--- config.mk ---
export PLATFORM = sky130hd
export DESIGN_NAME = sorted_priority_queue
export DESIGN_NICKNAME = d
export VERILOG_FILES = /design/src/hdl/spq_pkg.sv /design/src/hdl/spq_cell.sv /design/src/hdl/sorted_priority_queue.sv
export SDC_FILE = /design/constraint.sdc
export NUM_CORES = 2
export LEC_CHECK = 0
export BUFFER_PORTS_ARGS = -buffer_cell sky130_fd_sc_hd__buf_2
export CAP_MARGIN = 15
export CORE_MARGIN = 1
export CORE_UTILIZATION = 40
export CTS_BUF_LIST = sky130_fd_sc_hd__clkbuf_16
export DETAILED_ROUTE_END_ITERATION = 12
export PLACE_DENSITY = 0.69
export SYNTH_ARGS = -nofsm -noshare
export SYNTH_HDL_FRONTEND = slang
export SYNTH_SLANG_ARGS = --single-unit
--- constraint.sdc ---
create_clock -name i_clk -period 5.2 [get_ports i_clk]
set_clock_uncertainty 0.1 [all_clocks]
set_input_delay 0.26 -clock i_clk [delete_from_list [all_inputs] [get_ports i_clk]]
set_output_delay 0.26 -clock i_clk [all_outputs]
set_load 0.02 [all_outputs]
--- src/hdl/spq_pkg.sv ---
package spq_pkg;

    localparam int CAPACITY_DEF = 16;
    localparam int DATA_W       = 32;
    localparam int OCC_W        = 5;
    localparam int STATUS_W     = 2;
    localparam int M_TDATA_W    = 40;

    typedef enum logic [STATUS_W-1:0] {
        ST_INSERTED = 2'd0,
        ST_POPPED   = 2'd1,
        ST_EMPTY    = 2'd2,
        ST_FULL     = 2'd3
    } t_status;

    // operation broadcast to every cell of the chain
    typedef struct packed {
        logic                     ins;
        logic                     pop;
        logic signed [DATA_W-1:0] value;
    } t_cell_ctl;

endpackage

--- src/hdl/spq_cell.sv ---
module spq_cell (
    input  logic                             i_clk,
    input  logic                             i_rst_n,
    input  spq_pkg::t_cell_ctl               i_ctl,
    input  logic                             i_prev_keep,
    input  logic signed [spq_pkg::DATA_W-1:0] i_prev_value,
    input  logic                             i_prev_valid,
    input  logic signed [spq_pkg::DATA_W-1:0] i_next_value,
    input  logic                             i_next_valid,
    output logic                             o_keep,
    output logic signed [spq_pkg::DATA_W-1:0] o_value,
    output logic                             o_valid
);
    import spq_pkg::*;

    logic signed [DATA_W-1:0] r_value, n_value;
    logic                     r_valid, n_valid;

    // an entry greater or equal to the new value stays ahead of it
    assign o_keep  = r_valid && (r_value >= i_ctl.value);
    assign o_value = r_value;
    assign o_valid = r_valid;

    always_comb begin
        n_value = r_value;
        n_valid = r_valid;
        if (i_ctl.ins) begin
            if (!o_keep) begin
                if (i_prev_keep) begin
                    n_value = i_ctl.value;
                    n_valid = 1'b1;
                end else begin
                    n_value = i_prev_value;
                    n_valid = i_prev_valid;
                end
            end
        end else if (i_ctl.pop) begin
            n_value = i_next_value;
            n_valid = i_next_valid;
        end
    end

    always_ff @(posedge i_clk) begin
        if (!i_rst_n) begin
            r_valid <= 1'b0;
        end else begin
            r_valid <= n_valid;
        end
        r_value <= n_value;
    end

endmodule

--- src/hdl/sorted_priority_queue.sv ---
// result: registered from the accepted input transaction, valid in the cycle after it
// throughput: one transaction per cycle while results are taken; every cell of the
// sorted chain shifts or holds in the same cycle: an insert or pop takes a single step
// the output register frees again in the cycle its result is taken
// reset: synchronous, clears the cell valid bits, the entry count and the output valid
module sorted_priority_queue #(
    parameter int CAPACITY = spq_pkg::CAPACITY_DEF
) (
    input  logic                                i_clk,
    input  logic                                i_rst_n,
    input  logic                                i_s_axis_tvalid,
    output logic                                o_s_axis_tready,
    input  logic [spq_pkg::DATA_W-1:0]          i_s_axis_tdata,  // value
    input  logic                                i_s_axis_tuser,  // cmd
    output logic                                o_m_axis_tvalid,
    input  logic                                i_m_axis_tready,
    output logic [spq_pkg::M_TDATA_W-1:0]       o_m_axis_tdata,  // out_value, occupancy
    output logic [spq_pkg::STATUS_W-1:0]        o_m_axis_tuser   // status
);
    import spq_pkg::*;

    localparam int CNT_W = $clog2(CAPACITY + 1);

    logic                       w_accept;
    logic                       w_full;
    logic                       w_empty;
    t_cell_ctl                  w_ctl;
    t_status                    w_status;
    logic signed [DATA_W-1:0]   w_out_value;

    logic                       w_keep  [CAPACITY];
    logic signed [DATA_W-1:0]   w_value [CAPACITY];
    logic                       w_valid [CAPACITY];

    logic [CNT_W-1:0]           r_count, n_count;
    logic [CNT_W+OCC_W-1:0]     w_count_ext;
    logic                       r_out_valid;
    logic [M_TDATA_W-1:0]       r_out_data;
    t_status                    r_out_status;

    assign o_s_axis_tready = !r_out_valid || i_m_axis_tready;
    assign w_accept        = i_s_axis_tvalid && o_s_axis_tready;
    assign w_full          = (r_count == CNT_W'(CAPACITY));
    assign w_empty         = (r_count == '0);

    assign w_ctl.ins   = w_accept && !i_s_axis_tuser && !w_full;
    assign w_ctl.pop   = w_accept && i_s_axis_tuser && !w_empty;
    assign w_ctl.value = $signed(i_s_axis_tdata);

    genvar gi;
    generate
        for (gi = 0; gi < CAPACITY; gi++) begin : g_cell
            logic                     w_pk;
            logic signed [DATA_W-1:0] w_pv;
            logic                     w_pvld;
            logic signed [DATA_W-1:0] w_nv;
            logic                     w_nvld;

            if (gi == 0) begin : g_head
                assign w_pk   = 1'b1;
                assign w_pv   = w_ctl.value;
                assign w_pvld = 1'b0;
            end else begin : g_body
                assign w_pk   = w_keep[gi-1];
                assign w_pv   = w_value[gi-1];
                assign w_pvld = w_valid[gi-1];
            end

            if (gi == CAPACITY - 1) begin : g_tail
                assign w_nv   = '0;
                assign w_nvld = 1'b0;
            end else begin : g_mid
                assign w_nv   = w_value[gi+1];
                assign w_nvld = w_valid[gi+1];
            end

            spq_cell u_cell (
                .i_clk        (i_clk),
                .i_rst_n      (i_rst_n),
                .i_ctl        (w_ctl),
                .i_prev_keep  (w_pk),
                .i_prev_value (w_pv),
                .i_prev_valid (w_pvld),
                .i_next_value (w_nv),
                .i_next_valid (w_nvld),
                .o_keep       (w_keep[gi]),
                .o_value      (w_value[gi]),
                .o_valid      (w_valid[gi])
            );
        end
    endgenerate

    always_comb begin
        n_count     = r_count;
        w_out_value = '0;
        if (!i_s_axis_tuser) begin
            if (w_full) begin
                w_status = ST_FULL;
            end else begin
                w_status = ST_INSERTED;
                n_count  = r_count + 1'b1;
            end
        end else begin
            if (w_empty) begin
                w_status = ST_EMPTY;
            end else begin
                w_status    = ST_POPPED;
                w_out_value = w_value[0];
                n_count     = r_count - 1'b1;
            end
        end
    end

    // occupancy field carries the count masked to its width
    assign w_count_ext = (CNT_W + OCC_W)'(n_count);

    always_ff @(posedge i_clk) begin
        if (!i_rst_n) begin
            r_count     <= '0;
            r_out_valid <= 1'b0;
        end else begin
            if (w_accept) begin
                r_count <= n_count;
            end
            if (w_accept) begin
                r_out_valid <= 1'b1;
            end else if (i_m_axis_tready) begin
                r_out_valid <= 1'b0;
            end
        end
        if (w_accept) begin
            r_out_data   <= {(M_TDATA_W - DATA_W - OCC_W)'(0), w_count_ext[OCC_W-1:0],
                             w_out_value};
            r_out_status <= w_status;
        end
    end

    assign o_m_axis_tvalid = r_out_valid;
    assign o_m_axis_tdata  = r_out_data;
    assign o_m_axis_tuser  = r_out_status;

endmodule

==> run metrics <==
CP max FO=18; # fillers=roughly 9200; Peak VDD IR=0.308 mV; sw power=4.49 mW; Vias=32550; Starting Density=about two fifths; clk slew on worst S/H paths=approximately 0.070 ns; crit path to=g_cell[6].u_cell.o_value[2]$_DFFE_PP_; DR vias/cell=between 6 and 7; Mapped Avg Cell Area=10.1 um2; r2r worst-path depth=10; Reg2Reg Setup Slack=1.24 ns; cts hold-fix bufs=4; Total GRT Usage=24.3%; initial antenna violation count=7; worst min path class=in -> reg; # clock sinks=approximately 570; Resize count post-CTS=0; Die Y-Extent=319 um; CP Cell Sequence=ha_1 > nor2b_1 > o211ai_1 > a2111oi_0 > a2111oi_0 > nand4b_1 > and3_2 > buf_4 > mux2i_1 > o21ai_0; R2R Path End=g_cell[6].u_cell.o_value[2]$_DFFE_PP_; initial DRC count=4620; max incr delay on CP=~0.70 ns; nature of the critical path endpoint=register; cts bufs inserted=61; Post-DP Area=41800 um2; Max Freq=around 250 MHz; CP Data Required Time=approximately 5.5 ns; most frequent cells in the layout=618 x nand2_1, 551 x edfxtp_1, 514 x ha_1; post-CTS setup buffers=0; maxcap violations=0; met3 WL=13100 um; synthesized area=40100 um2; Die ar.=102000 um2; DRT antenna net count=0; Final Net Count=roughly 4500; FP Rows=115; crit path time final=3.96 ns; P per Cell Area=about 320 nW/um2; TritonRoute pass-1 iters=6; largest net degree at the start of global routing=~130; period utilization=about three quarters; Most Frequent Cell on Critical Path=a2111oi_0; Non-Filler Instances=5297; post-route setup slack=1.24 ns; RSZ-0062 raised after global routing=false; Slew Viols, Final=0; Slew Limit Headroom=37.0%; top cells by area, synth=edfxtp_1 41%, ha_1 16%, mux2i_1 9.4%; Slowest-stage cell, CP=a2111oi_0; number of synthesized register bits=573; Async SR Flop Fraction=0%; part of the power in combinational logic=22.8%; sequential area share after synthesis=42.4%; Leakage Power=approximately 19 nW; final setup fails=0; met2 routed WL=54900 um; routability cong.=0.945; post-synth cell types=63; die width=319 um; Worst Setup SP=g_cell[5].u_cell.o_value[1]$_DFFE_PP_; vias in the first global route=30619; Overflow after GRT=0; critical path arrival=4.25 ns; drt wl/cell=23.9 um; dpl ws=0.792 ns; Setup TNS Final=0 ns; CTS tree=built; sw frac=about a third; status=finished clean; clock group share of total power=about 32%; CTS H-tree depth=2; most common cell after layout, fill and taps aside=nand2_1; total power=approximately 14 mW; prevailing post-synth register cell=edfxtp_1; final wirelength=about 130000 um; first-pass GRT wire length=190000 um; Ys Warns=0; P_int=9.48 mW; WL met1=between 50000 and 60000 um; final hold viol count=0; DPL Wire Length=95400 um; post-layout instance area=around 44000 um2; Synth Instances=3956; Std-Cell Core Area=98900 um2; Startpoint Class=register; clock insertion delay at the later pin of the skew report=0.67 ns; placed cell count=between 5000 and 6000; cell accounting for the most synthesized area=edfxtp_1; Boundary Pins=81; r2r startpoint=g_cell[5].u_cell.o_value[1]$_DFFE_PP_; PortBufs=77; DR top layer=met5; EDFF count, synth=551; CP Class=reg -> reg; register share of total power=about 45%; share of layout cells above drive strength 1=7.69%; Root Driver=clkbuf_16; DR DRC count=0; Area Overhead vs Synth=9.38%; Max clock buf depth=3; worst-margin pin slew=0.942 ns; post-synth top area share=41.3%
## cells in the mapped netlist, types with 3 or more instances
| cell | instances |
|---|---|
| nand2_1 | 627 |
| buf_6 | 5 |
| dfxtp_1 | 22 |
| nand3b_1 | 3 |
| nand3_1 | 42 |
| and4_1 | 7 |
| clkbuf_8 | 20 |
| and3_1 | 23 |
| mux2i_1 | 376 |
| inv_1 | 55 |
| o31ai_1 | 8 |
| o221ai_1 | 24 |
| a31oi_1 | 12 |
| nor4_1 | 24 |
| edfxtp_1 | 551 |
| buf_12 | 3 |
| ha_1 | 514 |
| xnor2_1 | 3 |
| a211oi_1 | 30 |
| o21ai_0 | 354 |
| nor2b_1 | 18 |
| a22oi_1 | 32 |
| or3b_2 | 8 |
| clkbuf_1 | 119 |
| buf_2 | 70 |
| nor3_1 | 51 |
| a21o_1 | 63 |
| and2_1 | 39 |
| a221o_1 | 65 |
| o211ai_1 | 27 |
| a211o_1 | 10 |
| a21oi_1 | 272 |
| buf_1 | 19 |
| o2111ai_1 | 10 |
| nor2_1 | 229 |
| or4_1 | 4 |
| a221oi_1 | 11 |
| o21ai_1 | 22 |
| a21boi_0 | 5 |
| o21a_1 | 13 |
| buf_4 | 6 |
| a2111oi_0 | 10 |
| nand2b_1 | 11 |
| nand4_1 | 114 |
## kinds of logic (layout without fill, tap and decap cells)
family | Yosys count | count (layout) | share of synthesized area (%)
AO/OA/AOI/OAI | 979 | 979 | 14.9
multiplexers | 376 | 376 | 9.39
other | 1 | 8 | 0.00935
adder cells (fa/ha/maj) | 514 | 514 | 16.0
buffers and inverters | 298 | 345 | 3.78
XOR/XNOR | 3 | 3 | 0.0655
AND/OR/NAND/NOR | 1212 | 1212 | 13.5
flip-flops | 573 | 573 | 42.4
## final cells by class
class	instances	area [um2]	share of cell area, %
timing repair buffer	176	1280	2.91
clock inverter	50	425	0.970
multi-input combinational	3087	21800	49.6
inverter	56	210	0.479
antenna	5	12.5	0.0285
clock buffer	63	1580	3.59
tap	1287	1610	3.67
sequential	573	17000	38.7
## routing by layer
layer | vias up | track usage, %
li1 | 14985 | -
met1 | 15497 | 34.6
met2 | 1826 | 36.8
met3 | 238 | 3.50
met4 | 4 | 9.74
met5 | - | 0
## sequential cells by signal (all words and copies together) (netlist names)
| name | count |
|---|---|
| g_cell.u_cell.o_valid | 16 |
| o_m_axis_tvalid | 1 |
| o_m_axis_tuser | 2 |
| o_m_axis_tdata | 37 |
| g_cell.u_cell.o_value | 512 |
| r_count | 5 |
## power by group through the flow
stage	Clock [mW]	Combinational, mW	Sequential, mW
final	4.51	3.19	6.27
after CTS	4.54	3.14	6.24
after global placement	0	3.03	6.33
after global routing	4.70	3.51	6.31
after detailed placement	0	3.12	6.34
after floorplan	0	2.19	6.15
## per-stage QoR
stage / hold WS [ns] / util (%)
after floorplan: 0.298 / -
after global placement: 0.406 / 42.3
after detailed placement: 0.411 / 42.3
after CTS: 0.00953 / 44.4
after global routing: 0.0670 / 44.4
final: 0.0505 / 44.4
## worst max-delay path, delay by kind of cell, from the launching register on
kind / cells / cell delay, ns
AOI/OAI and AO/OA: 4 / 1.15
and+or+nand+nor: 3 / 0.87
DFF: 1 / 0.47
buffers and inverters: 1 / 0.46
adders and majority gates: 1 / 0.33
muxes: 1 / 0.27
## worst min-delay path by stage
stage,slack (ns),start,end,cells past startpoint
after floorplan,0.30,i_rst_n,g_cell[8].u_cell.o_valid$_SDFFE_PN0P_,2
after global placement,0.41,g_cell[11].u_cell.o_valid$_SDFFE_PN0P_,g_cell[11].u_cell.o_valid$_SDFFE_PN0P_,2
after detailed placement,0.41,g_cell[11].u_cell.o_valid$_SDFFE_PN0P_,g_cell[11].u_cell.o_valid$_SDFFE_PN0P_,2
after CTS,0.01,i_s_axis_tdata[14],g_cell[11].u_cell.o_value[14]$_DFFE_PP_,3
after global routing,0.07,i_s_axis_tdata[9],g_cell[6].u_cell.o_value[9]$_DFFE_PP_,3
final,0.05,i_s_axis_tdata[14],g_cell[11].u_cell.o_value[14]$_DFFE_PP_,3
Power figures use the tool's default switching activity.
